**config.mk**
```make
export PLATFORM = sky130hd
export DESIGN_NAME = decimal_to_digit_register_writes_unit_flat
export DESIGN_NICKNAME = d
export VERILOG_FILES = /design/src/sv/dtd_pkg.sv /design/src/sv/dtd_in_if.sv /design/src/sv/dtd_out_if.sv /design/src/sv/dtd_queue.sv /design/src/sv/dtd_front.sv /design/src/sv/dtd_bcd.sv /design/src/sv/dtd_back.sv /design/src/sv/decimal_to_digit_register_writes_unit.sv /design/src/flat_wrapper.sv
export SDC_FILE = /design/constraint.sdc
export NUM_CORES = 1
export LEC_CHECK = 0
export BUFFER_PORTS_ARGS = -buffer_cell sky130_fd_sc_hd__buf_4
export CAP_MARGIN = 20
export CORE_ASPECT_RATIO = 1.2
export CORE_MARGIN = 2
export CORE_UTILIZATION = 53
export CTS_CLUSTER_SIZE = 25
export DETAILED_ROUTE_END_ITERATION = 8
export GPL_TIMING_DRIVEN = 1
export PLACE_DENSITY = 0.77
export RECOVER_POWER = 100
export SYNTH_ARGS = -nofsm -noshare
export SYNTH_HDL_FRONTEND = slang
export SYNTH_HIERARCHICAL = 1
export SYNTH_SLANG_ARGS = --single-unit
```
**constraint.sdc**
```tcl
create_clock -name i_clk -period 3.1 [get_ports i_clk]
set_input_delay 0.31 -clock i_clk [delete_from_list [all_inputs] [get_ports i_clk]]
set_output_delay 0.31 -clock i_clk [all_outputs]
set_load 0.005 [all_outputs]
```
**src/sv/dtd_pkg.sv**
```systemverilog
// shared types and constants for the decimal digit register writer
// no dependencies; imported by every other file of the block
package dtd_pkg;

    localparam int VALUE_W    = 32;
    localparam int POS_W      = 4;
    localparam int COUNT_W    = 8;
    localparam int ADDR_W     = 4;
    localparam int DATA_W     = 8;
    localparam int BCD_DIGITS = 10;
    localparam int IDX_W      = $clog2(BCD_DIGITS + 1);
    localparam int CNT_W      = $clog2(VALUE_W + 1);
    localparam int PADDR_W    = 3;
    localparam int PDATA_W    = 32;

    // command codes
    localparam logic CMD_SIGNED = 1'b0;
    localparam logic CMD_FIXED  = 1'b1;

    // driver register map and data codes
    localparam logic [ADDR_W-1:0] ADDR_DECODE = 4'd9;
    localparam logic [DATA_W-1:0] CODE_MINUS  = 8'd10;
    localparam logic [DATA_W-1:0] DECODE_ALL  = 8'hFF;
    localparam logic [DATA_W-1:0] DECODE_NONE = 8'h00;

    // config register byte address
    localparam logic [PADDR_W-1:0] CFG_ADDR_RESTORE = 3'd0;

    typedef logic [BCD_DIGITS-1:0][3:0] t_bcd;

    // classified item as it sits in the queue
    typedef struct packed {
        logic               fixed;
        logic               neg;
        logic [POS_W-1:0]   pos;
        logic [VALUE_W-1:0] mag;
        logic [IDX_W-1:0]   count;
    } t_desc;

    // one driver register write
    typedef struct packed {
        logic [ADDR_W-1:0] addr;
        logic [DATA_W-1:0] data;
        logic              last;
        logic [POS_W-1:0]  endp;
    } t_wr;

    typedef enum logic [2:0] {
        ST_IDLE,
        ST_CONVERT,
        ST_HEADER,
        ST_MINUS,
        ST_DIGITS,
        ST_FINAL
    } t_back_state;

endpackage

```
**src/sv/dtd_in_if.sv**
```systemverilog
// input channel: number, start position and print command
// depends on dtd_pkg
interface dtd_in_if import dtd_pkg::*; ();
    logic               valid;
    logic               ready;
    logic               command;
    logic [POS_W-1:0]   start_position;
    logic [VALUE_W-1:0] value_word;
    logic [COUNT_W-1:0] digit_count;

    modport source (output valid, command, start_position, value_word, digit_count,
                    input ready);
    modport sink   (input valid, command, start_position, value_word, digit_count,
                    output ready);
endinterface

```
**src/sv/dtd_out_if.sv**
```systemverilog
// output channel: one driver register write per beat
// depends on dtd_pkg
interface dtd_out_if import dtd_pkg::*; ();
    logic              valid;
    logic              ready;
    logic [ADDR_W-1:0] reg_addr;
    logic [DATA_W-1:0] reg_data;
    logic              last_write;
    logic [POS_W-1:0]  end_position;

    modport source (output valid, reg_addr, reg_data, last_write, end_position,
                    input ready);
    modport sink   (input valid, reg_addr, reg_data, last_write, end_position,
                    output ready);
endinterface

```
**src/sv/dtd_queue.sv**
```systemverilog
// short fifo of classified items between front and back
// depends on dtd_pkg
module dtd_queue import dtd_pkg::*; #(
    parameter int DEPTH = 2
) (
    input  logic  i_clk,
    input  logic  i_rst_n,
    input  logic  i_push,
    input  t_desc i_push_desc,
    input  logic  i_pop,
    output t_desc o_head,
    output logic  o_full,
    output logic  o_empty
);

    localparam int PTR_W = (DEPTH > 1) ? $clog2(DEPTH) : 1;
    localparam int FILL_W = $clog2(DEPTH + 1);
    localparam logic [PTR_W-1:0] PTR_LAST = PTR_W'(DEPTH - 1);

    t_desc              r_mem [DEPTH];
    logic [PTR_W-1:0]   r_wr_ptr, n_wr_ptr;
    logic [PTR_W-1:0]   r_rd_ptr, n_rd_ptr;
    logic [FILL_W-1:0]  r_fill, n_fill;

    assign o_full  = (r_fill == FILL_W'(DEPTH));
    assign o_empty = (r_fill == '0);
    assign o_head  = r_mem[r_rd_ptr];

    always_comb begin
        n_wr_ptr = r_wr_ptr;
        n_rd_ptr = r_rd_ptr;
        n_fill   = r_fill;
        if (i_push) begin
            n_wr_ptr = (r_wr_ptr == PTR_LAST) ? '0 : r_wr_ptr + 1'b1;
        end
        if (i_pop) begin
            n_rd_ptr = (r_rd_ptr == PTR_LAST) ? '0 : r_rd_ptr + 1'b1;
        end
        if (i_push && !i_pop) begin
            n_fill = r_fill + 1'b1;
        end else if (!i_push && i_pop) begin
            n_fill = r_fill - 1'b1;
        end
    end

    always_ff @(posedge i_clk) begin
        if (!i_rst_n) begin
            r_wr_ptr <= '0;
            r_rd_ptr <= '0;
            r_fill   <= '0;
        end else begin
            r_wr_ptr <= n_wr_ptr;
            r_rd_ptr <= n_rd_ptr;
            r_fill   <= n_fill;
        end
    end

    always_ff @(posedge i_clk) begin
        if (i_push) begin
            r_mem[r_wr_ptr] <= i_push_desc;
        end
    end

endmodule

```
**src/sv/dtd_front.sv**
```systemverilog
// front end: accepts input beats and classifies them into queue entries
// depends on dtd_pkg and dtd_in_if
module dtd_front import dtd_pkg::*; #(
    parameter int DIGIT_POSITIONS    = 8,
    parameter int MAX_DECIMAL_DIGITS = 10
) (
    dtd_in_if.sink i_in,
    input  logic   i_q_full,
    output logic   o_push,
    output t_desc  o_desc
);

    localparam logic [POS_W-1:0]   POS_MAX   = POS_W'(DIGIT_POSITIONS);
    localparam logic [COUNT_W-1:0] COUNT_MAX = COUNT_W'(MAX_DECIMAL_DIGITS);

    logic fixed_mode;
    logic negative;

    assign i_in.ready = !i_q_full;
    assign o_push     = i_in.valid && !i_q_full;

    assign fixed_mode = (i_in.command == CMD_FIXED);
    assign negative   = !fixed_mode && i_in.value_word[VALUE_W-1];

    always_comb begin
        o_desc.fixed = fixed_mode;
        o_desc.neg   = negative;
        // positions beyond the display saturate
        o_desc.pos   = (i_in.start_position > POS_MAX) ? POS_MAX : i_in.start_position;
        // most negative value wraps to itself and is then read unsigned
        o_desc.mag   = negative ? (~i_in.value_word + 1'b1) : i_in.value_word;
        if (!fixed_mode) begin
            o_desc.count = '0;
        end else if (i_in.digit_count > COUNT_MAX) begin
            o_desc.count = IDX_W'(MAX_DECIMAL_DIGITS);
        end else begin
            o_desc.count = i_in.digit_count[IDX_W-1:0];
        end
    end

endmodule

```
**src/sv/dtd_bcd.sv**
```systemverilog
// iterative binary to bcd converter, shift and add-3, one bit per cycle
// depends on dtd_pkg
module dtd_bcd import dtd_pkg::*; (
    input  logic               i_clk,
    input  logic               i_rst_n,
    input  logic               i_start,
    input  logic [VALUE_W-1:0] i_value,
    output logic               o_done,
    output t_bcd               o_bcd
);

    logic [VALUE_W-1:0]      r_bin, n_bin;
    t_bcd                    r_bcd, n_bcd;
    t_bcd                    adj;
    logic [BCD_DIGITS*4-1:0] adj_bits;
    logic [CNT_W-1:0]        r_cnt, n_cnt;
    logic                    r_done, n_done;

    assign o_done   = r_done;
    assign o_bcd    = r_bcd;
    assign adj_bits = adj;

    always_comb begin
        for (int i = 0; i < BCD_DIGITS; i++) begin
            adj[i] = (r_bcd[i] >= 4'd5) ? r_bcd[i] + 4'd3 : r_bcd[i];
        end
    end

    always_comb begin
        n_bin  = r_bin;
        n_bcd  = r_bcd;
        n_cnt  = r_cnt;
        n_done = 1'b0;
        if (i_start) begin
            n_bin = i_value;
            n_bcd = '0;
            n_cnt = CNT_W'(VALUE_W);
        end else if (r_cnt != '0) begin
            n_bcd  = {adj_bits[BCD_DIGITS*4-2:0], r_bin[VALUE_W-1]};
            n_bin  = {r_bin[VALUE_W-2:0], 1'b0};
            n_cnt  = r_cnt - 1'b1;
            n_done = (r_cnt == CNT_W'(1));
        end
    end

    always_ff @(posedge i_clk) begin
        if (!i_rst_n) begin
            r_cnt  <= '0;
            r_done <= 1'b0;
        end else begin
            r_cnt  <= n_cnt;
            r_done <= n_done;
        end
    end

    always_ff @(posedge i_clk) begin
        r_bin <= n_bin;
        r_bcd <= n_bcd;
    end

endmodule

```
**src/sv/dtd_back.sv**
```systemverilog
// back end: sequences the register writes of one item into an output register
// depends on dtd_pkg, dtd_out_if and dtd_bcd
module dtd_back import dtd_pkg::*; (
    input  logic      i_clk,
    input  logic      i_rst_n,
    input  logic      i_restore_all,
    input  logic      i_q_empty,
    input  t_desc     i_q_head,
    output logic      o_pop,
    dtd_out_if.source o_out
);

    t_back_state      r_state, n_state;
    t_desc            r_desc, n_desc;
    logic [POS_W-1:0] r_pos, n_pos;
    logic [IDX_W-1:0] r_idx, n_idx;
    logic [IDX_W-1:0] idx_m1;
    logic             r_out_valid, n_out_valid;
    t_wr              r_wr, n_wr;
    logic             can_load;
    logic             bcd_start;
    logic             bcd_done;
    t_bcd             bcd;
    logic [IDX_W-1:0] sig_digits;

    dtd_bcd u_bcd (
        .i_clk   (i_clk),
        .i_rst_n (i_rst_n),
        .i_start (bcd_start),
        .i_value (i_q_head.mag),
        .o_done  (bcd_done),
        .o_bcd   (bcd)
    );

    assign o_out.valid        = r_out_valid;
    assign o_out.reg_addr     = r_wr.addr;
    assign o_out.reg_data     = r_wr.data;
    assign o_out.last_write   = r_wr.last;
    assign o_out.end_position = r_wr.endp;

    assign can_load = !r_out_valid || o_out.ready;
    assign idx_m1   = r_idx - 1'b1;

    // significant digits, at least one so that zero prints
    always_comb begin
        sig_digits = IDX_W'(1);
        for (int i = 1; i < BCD_DIGITS; i++) begin
            if (bcd[i] != 4'd0) begin
                sig_digits = IDX_W'(i + 1);
            end
        end
    end

    always_comb begin
        n_state     = r_state;
        n_desc      = r_desc;
        n_pos       = r_pos;
        n_idx       = r_idx;
        n_out_valid = r_out_valid && !o_out.ready;
        n_wr        = r_wr;
        o_pop       = 1'b0;
        bcd_start   = 1'b0;
        unique case (r_state)
            ST_IDLE: begin
                if (!i_q_empty) begin
                    o_pop     = 1'b1;
                    bcd_start = 1'b1;
                    n_desc    = i_q_head;
                    n_pos     = i_q_head.pos;
                    n_state   = ST_CONVERT;
                end
            end
            ST_CONVERT: begin
                if (bcd_done) begin
                    n_idx   = r_desc.fixed ? r_desc.count : sig_digits;
                    n_state = ST_HEADER;
                end
            end
            ST_HEADER: begin
                if (can_load) begin
                    n_out_valid = 1'b1;
                    n_wr        = '{addr: ADDR_DECODE, data: DECODE_ALL, last: 1'b0, endp: '0};
                    n_state     = r_desc.neg ? ST_MINUS : ST_DIGITS;
                end
            end
            ST_MINUS: begin
                if (r_pos == '0) begin
                    n_state = ST_DIGITS;
                end else if (can_load) begin
                    n_out_valid = 1'b1;
                    n_wr        = '{addr: r_pos, data: CODE_MINUS, last: 1'b0, endp: '0};
                    n_pos       = r_pos - 1'b1;
                    n_state     = ST_DIGITS;
                end
            end
            ST_DIGITS: begin
                if (r_idx == '0 || r_pos == '0) begin
                    n_state = ST_FINAL;
                end else if (can_load) begin
                    n_out_valid = 1'b1;
                    n_wr        = '{addr: r_pos, data: DATA_W'(bcd[idx_m1]),
                                    last: 1'b0, endp: '0};
                    n_pos       = r_pos - 1'b1;
                    n_idx       = idx_m1;
                end
            end
            ST_FINAL: begin
                if (can_load) begin
                    n_out_valid = 1'b1;
                    n_wr        = '{addr: ADDR_DECODE,
                                    data: i_restore_all ? DECODE_ALL : DECODE_NONE,
                                    last: 1'b1, endp: r_pos};
                    n_state     = ST_IDLE;
                end
            end
            default: begin
                n_state = ST_IDLE;
            end
        endcase
    end

    always_ff @(posedge i_clk) begin
        if (!i_rst_n) begin
            r_state     <= ST_IDLE;
            r_out_valid <= 1'b0;
        end else begin
            r_state     <= n_state;
            r_out_valid <= n_out_valid;
        end
    end

    always_ff @(posedge i_clk) begin
        r_desc <= n_desc;
        r_pos  <= n_pos;
        r_idx  <= n_idx;
        r_wr   <= n_wr;
    end

endmodule

```
**src/sv/decimal_to_digit_register_writes_unit.sv**
```systemverilog
// Turns a number into the register writes that show it on a decoding
// seven-segment display driver. Each input beat carries a command (signed
// without leading zeros, or unsigned with a fixed, zero-padded digit count
// clamped to MAX_DECIMAL_DIGITS), a start digit position (saturated to
// DIGIT_POSITIONS) and the value. The block answers with 2 to 10 output
// beats: decode-all on address 9, an optional minus code, the digits most
// significant first on descending positions until position 0 is reached
// (the rest are dropped), and a last write that restores the configured
// decode mode and reports the position left. An item leaves the queue,
// goes through the one-bit-per-cycle binary to bcd converter, and then
// has its writes issued at most one per cycle, held while the output is
// not ready. The back end handles one item at a time; a two-entry queue
// in front lets new items be accepted meanwhile. The restore mode register
// sits at byte address 0 of the apb port and may be written only while the
// block is idle.
// depends on dtd_pkg, dtd_in_if, dtd_out_if, dtd_queue, dtd_front, dtd_back
module decimal_to_digit_register_writes_unit import dtd_pkg::*; #(
    parameter int DIGIT_POSITIONS    = 8,
    parameter int MAX_DECIMAL_DIGITS = 10,
    parameter int QUEUE_DEPTH        = 2
) (
    input  logic               i_clk,
    input  logic               i_rst_n,
    // apb config port
    input  logic               psel,
    input  logic               penable,
    input  logic               pwrite,
    input  logic [PADDR_W-1:0] paddr,
    input  logic [PDATA_W-1:0] pwdata,
    output logic [PDATA_W-1:0] prdata,
    output logic               pready,
    // item channels
    dtd_in_if.sink             i_in,
    dtd_out_if.source          o_out
);

    logic  r_restore_all;
    logic  cfg_hit;
    logic  q_push;
    logic  q_pop;
    logic  q_full;
    logic  q_empty;
    t_desc q_push_desc;
    t_desc q_head;

    // config register: single bit, written on the access phase
    assign pready  = 1'b1;
    assign cfg_hit = (paddr == CFG_ADDR_RESTORE);
    assign prdata  = cfg_hit ? PDATA_W'(r_restore_all) : '0;

    always_ff @(posedge i_clk) begin
        if (!i_rst_n) begin
            r_restore_all <= 1'b0;
        end else if (psel && penable && pwrite && cfg_hit) begin
            r_restore_all <= pwdata[0];
        end
    end

    // front end: accept and classify a beat
    dtd_front #(
        .DIGIT_POSITIONS    (DIGIT_POSITIONS),
        .MAX_DECIMAL_DIGITS (MAX_DECIMAL_DIGITS)
    ) u_front (
        .i_in     (i_in),
        .i_q_full (q_full),
        .o_push   (q_push),
        .o_desc   (q_push_desc)
    );

    // decouples acceptance from the slow back end
    dtd_queue #(
        .DEPTH (QUEUE_DEPTH)
    ) u_queue (
        .i_clk       (i_clk),
        .i_rst_n     (i_rst_n),
        .i_push      (q_push),
        .i_push_desc (q_push_desc),
        .i_pop       (q_pop),
        .o_head      (q_head),
        .o_full      (q_full),
        .o_empty     (q_empty)
    );

    // back end: conversion and write sequencing
    dtd_back u_back (
        .i_clk         (i_clk),
        .i_rst_n       (i_rst_n),
        .i_restore_all (r_restore_all),
        .i_q_empty     (q_empty),
        .i_q_head      (q_head),
        .o_pop         (q_pop),
        .o_out         (o_out)
    );

    // the restore write is the only one flagged last, and it goes to decode mode
    a_last_is_decode: assert property (@(posedge i_clk) disable iff (!i_rst_n)
        o_out.valid && o_out.last_write |-> o_out.reg_addr == ADDR_DECODE)
        else $error("last write not on decode mode register");

    // digit writes stay on the display
    a_digit_addr: assert property (@(posedge i_clk) disable iff (!i_rst_n)
        o_out.valid && o_out.reg_addr != ADDR_DECODE |->
            o_out.reg_addr != '0 && o_out.reg_addr <= POS_W'(DIGIT_POSITIONS))
        else $error("digit write outside display");

    // end position only reported on the last write
    a_endp_zero: assert property (@(posedge i_clk) disable iff (!i_rst_n)
        o_out.valid && !o_out.last_write |-> o_out.end_position == '0)
        else $error("end position set on a non-final write");

    // the queue never pops when empty
    a_pop_nonempty: assert property (@(posedge i_clk) disable iff (!i_rst_n)
        q_pop |-> !q_empty)
        else $error("pop from empty queue");

endmodule

```
**src/flat_wrapper.sv**
```systemverilog
// flat-port wrapper written by rule: the top's interface ports become plain ports
module decimal_to_digit_register_writes_unit_flat import dtd_pkg::*;
#(
    parameter int DIGIT_POSITIONS    = 8,
    parameter int MAX_DECIMAL_DIGITS = 10,
    parameter int QUEUE_DEPTH        = 2
)
  (i_clk, i_rst_n, psel, penable, pwrite, paddr, pwdata, prdata, pready, i_in_valid, i_in_command, i_in_start_position, i_in_value_word, i_in_digit_count, i_in_ready, o_out_valid, o_out_reg_addr, o_out_reg_data, o_out_last_write, o_out_end_position, o_out_ready);
  dtd_in_if i_in_i ();
  dtd_out_if o_out_i ();
  input  logic i_clk;
  input  logic i_rst_n;
  input  logic psel;
  input  logic penable;
  input  logic pwrite;
  input  logic [PADDR_W-1:0] paddr;
  input  logic [PDATA_W-1:0] pwdata;
  output logic [PDATA_W-1:0] prdata;
  output logic pready;
  input wire logic [$bits(i_in_i.valid)-1:0] i_in_valid;
  input wire logic [$bits(i_in_i.command)-1:0] i_in_command;
  input wire logic [$bits(i_in_i.start_position)-1:0] i_in_start_position;
  input wire logic [$bits(i_in_i.value_word)-1:0] i_in_value_word;
  input wire logic [$bits(i_in_i.digit_count)-1:0] i_in_digit_count;
  output wire logic [$bits(i_in_i.ready)-1:0] i_in_ready;
  output wire logic [$bits(o_out_i.valid)-1:0] o_out_valid;
  output wire logic [$bits(o_out_i.reg_addr)-1:0] o_out_reg_addr;
  output wire logic [$bits(o_out_i.reg_data)-1:0] o_out_reg_data;
  output wire logic [$bits(o_out_i.last_write)-1:0] o_out_last_write;
  output wire logic [$bits(o_out_i.end_position)-1:0] o_out_end_position;
  input wire logic [$bits(o_out_i.ready)-1:0] o_out_ready;
  assign i_in_i.valid = i_in_valid;
  assign i_in_i.command = i_in_command;
  assign i_in_i.start_position = i_in_start_position;
  assign i_in_i.value_word = i_in_value_word;
  assign i_in_i.digit_count = i_in_digit_count;
  assign i_in_ready = i_in_i.ready;
  assign o_out_valid = o_out_i.valid;
  assign o_out_reg_addr = o_out_i.reg_addr;
  assign o_out_reg_data = o_out_i.reg_data;
  assign o_out_last_write = o_out_i.last_write;
  assign o_out_end_position = o_out_i.end_position;
  assign o_out_i.ready = o_out_ready;
  decimal_to_digit_register_writes_unit #(.DIGIT_POSITIONS(DIGIT_POSITIONS), .MAX_DECIMAL_DIGITS(MAX_DECIMAL_DIGITS), .QUEUE_DEPTH(QUEUE_DEPTH)) u_core (.i_clk(i_clk), .i_rst_n(i_rst_n), .psel(psel), .penable(penable), .pwrite(pwrite), .paddr(paddr), .pwdata(pwdata), .prdata(prdata), .pready(pready), .i_in(i_in_i), .o_out(o_out_i));
endmodule
```
==> reports/metrics.csv <==
metric,value,unit
DRC Markers,0,
Comb pwr share,36.3,%
total track usage,19.98,%
Avg WL per Cell,16.78,µm
clock tree buffer depth,3,
total grt overflow,0,
H-Tree Depth,1,
clock sink count,201,
Sequential Power Share,41.3,%
Reg area,0.005465,mm²
Worst path max stage delay,0.85,ns
Clk pwr share,22.4,%
nets@finish,1113,
area delta synth->final,10.82,%
design area,0.01193,mm²
Root Driver,clkbuf_16,
initial core utilization,53.53,%
Syn. warnings,6,
Clock Latency Late Sink,0.51,ns
NetSw,0.003987,W
sequential share of the synthesized area,50.77,%
Vert. Die Dim,160.1,µm
Post-CTS Hold Buffers,0,
fillers,1670,
Final Skew,0.01897,ns
Max-Cap Viols,0,
final-report hold violation count,0,
CP max FO,38,
"critical path, cell by cell",and2b_2 > nor2b_1 > and2_0 > clkbuf_2,
CTS tree,done,
number of cell rows,57,
asr flop ratio synth,0,%
Final ANT Viol Nets,0,
1st-iter DRT viols,465,
Antenna diodes,0,
Leakage,4.216,nW
worst vdd ir,543.8,µV
"CP delay by family, top",buffers and inverters,
ys flop type,edfxtp_1,
layout cells sized above 1,21.10,%
P_int,0.007047,W
io pins,139,
Vias,7367,
outcome,completed,
drt via density,5.760,
Hold Crit Class,in2reg,
Gate Count Post-Synth,942,
post_cts resized,0,
period utilisation layout,81.66,%
die width,134.1,µm
cell area after synthesis,0.01077,mm²
area of the multi-input gates,0.004667,mm²
Final Routed Wirelength,21460,µm
crit path time final,2.532,ns
initial antenna violation count,0,
crit path kind,reg2reg,
Post-synth EDFFs,144,
Worst-path clk slew,0.06,ns
Slew Limit Fails,0,
Post-CTS Setup Bufs,0,
Max-slew headroom,24.58,%
largest net degree at the start of global routing,44,
CTS Buf Count,22,
Setup TNS Final,0,ns
port buffer count,75,
P per Cell Area,924.9,mW/mm²
Hold WS,0.05698,ns
area of the core,0.02011,mm²
DP Wirelength,13920,µm
first-pass GRT wire length,35510,µm
Placed Area,0.01137,mm²
Critical Path RT,3.21,ns
Max Freq,395.0,MHz
post-route setup slack,0.5684,ns
die footprint,0.02147,mm²
Setup crit end kind,flop,
Worst EP arrival,2.64,ns
Worst Path Buf+Inv,1,
RSZ-0062 raised after global routing,no,
Seq cells post-synth,201,
"Slowest-stage cell, CP",clkbuf_2,
drt pass-1 iters,5,
worst-margin pin slew,1.131,ns
GP Congestion,0.8089,
Worst setup SP type,flop,
unique cell type count in the Yosys netlist,79,
pre-CTS setup slack,0.7490,ns
syn_area_per_cell,11.43,µm²
number of global-route vias before repair,7455,
Net Sw Frac,36.13,%
final setup vio count,0,
[sequential cells by signal, indices dropped and copies added, names as in the netlist, named ones only]
name / flops
u_core/u_back/r_pos: 4
u_core/u_queue/r_wr_ptr: 1
u_core/u_back/r_desc: 6
u_core/u_back/u_bcd/r_cnt: 6
u_core/u_back/u_bcd/o_done: 1
u_core/u_back/u_bcd/r_bin: 32
u_core/u_back/r_state: 3
u_core/u_back/o_out.reg_data: 5
u_core/u_back/o_out.reg_addr: 4
u_core/u_back/o_out.last_write: 1
u_core/u_queue/r_rd_ptr: 1
u_core/u_back/u_bcd/o_bcd: 40
u_core/u_back/r_idx: 4
u_core/u_queue/r_mem: 84
u_core/u_back/o_out.end_position: 4
u_core/u_queue/r_fill: 2
u_core/u_back/o_out.valid: 1
u_core/r_restore_all: 1
[through the flow]
stage / power, W / cells / utilization, %
2_1_floorplan: 0.007556 / 972 / -
3_3_place_gp: 0.008445 / 1239 / 56.54
3_5_place_dp: 0.008596 / 1239 / 56.54
4_1_cts: 0.01111 / 1278 / 59.95
5_1_grt: 0.01171 / 1279 / 59.32
6_report: 0.01103 / 1279 / 59.32
[cells in the final DEF, fill, tap and decap left out, types with 4 or more instances in the layout]
cell / instances
and2_0: 6
clkinv_1: 6
a21boi_0: 4
mux2i_1: 10
nor4_4: 5
nand2_1: 95
clkinv_2: 6
buf_4: 57
nand2b_1: 18
clkbuf_1: 11
nor2b_1: 20
a21oi_1: 33
conb_1: 32
xnor2_1: 25
and3_1: 4
nor3_1: 18
clkbuf_2: 5
nor2_1: 32
clkbuf_16: 22
nand3_1: 7
ha_1: 27
a311oi_1: 9
dfxtp_1: 57
a211oi_1: 22
nor3b_1: 7
xor2_1: 11
edfxtp_1: 144
o41ai_1: 12
clkbuf_4: 20
mux2_2: 73
mux4_2: 8
o32ai_1: 20
o31ai_1: 8
nand4_1: 19
o21ai_0: 45
or3_1: 13
inv_1: 38
nor4_1: 13
[synthesized netlist by cell type (20+ instances only)]
library cell	number	area, µm²
inv_1	38	142.6
o32ai_1	20	175.2
o21ai_0	44	220.2
a21oi_1	33	165.2
nand2_1	95	356.6
dfxtp_1	57	1141
a211oi_1	22	165.2
ha_1	27	337.8
xnor2_1	25	219.0
mux2_2	73	822.0
buf_4	43	322.8
clkbuf_1	24	90.09
nor2b_1	20	125.1
edfxtp_1	144	4324
nor2_1	31	116.4
[worst min-delay path, cell delays in order]
cell and delay (ns):
buf_4 0.11, nand2_1 0.04, mux2i_1 0.05
[layout make-up]
type / instances / area share [%]
Sequential cell: 201 / 45.81
Multi-Input combinational cell: 645 / 39.12
Timing Repair Buffer: 89 / 5.275
Clock buffer: 26 / 4.740
Tap cell: 265 / 2.779
Inverter: 40 / 1.259
Clock inverter: 13 / 1.017
[per-layer routing]
| metal | vias up | global-route usage (%) | wire [µm] |
|---|---|---|---|
| li1 | 3556 | - | - |
| met3 | 29 | 2.667 | 1138 |
| met5 | - | 0 | 0 |
| met1 | 3553 | 24.62 | 8829 |
| met2 | 229 | 35.80 | 11150 |
| met4 | 0 | 7.081 | 351 |
[power groups by stage]
stage                     clock (W)  combinational [W]  sequential, W
after global routing        0.00262            0.00443        0.00466
after detailed placement          0            0.00402        0.00458
after floorplan                   0            0.00325        0.00430
after CTS                   0.00252            0.00405        0.00454
after global placement            0            0.00390        0.00454
final                       0.00247            0.00401        0.00455
[path summary, 6_finish.rpt]
kind	start	endpoint	slack [ns]	cells after the start
worst max-delay path	u_core/u_queue/r_fill[0]$_SDFFE_PN0P_	u_core/u_queue/r_mem[1][10]$_DFFE_PP_	0.57	4
worst min-delay path	pwdata[0]	u_core/r_restore_all$_SDFFE_PN0P_	0.06	3
worst max register to register	u_core/u_queue/r_fill[0]$_SDFFE_PN0P_	u_core/u_queue/r_mem[1][10]$_DFFE_PP_	0.57	4
worst min register to register	u_core/r_restore_all$_SDFFE_PN0P_	u_core/r_restore_all$_SDFFE_PN0P_	0.48	2
[kinds of logic after synthesis]
family | Yosys count | synth area share (%)
and+or+nand+nor | 282 | 14.85
DFF | 201 | 50.77
AOI/OAI and AO/OA | 176 | 11.51
buffers and inverters | 126 | 6.346
muxes | 91 | 10.24
xor gates and xnor gates | 37 | 3.080
adders and majority gates | 27 | 3.138
other | 2 | 0.06976
Power figures use the tool's default switching activity.
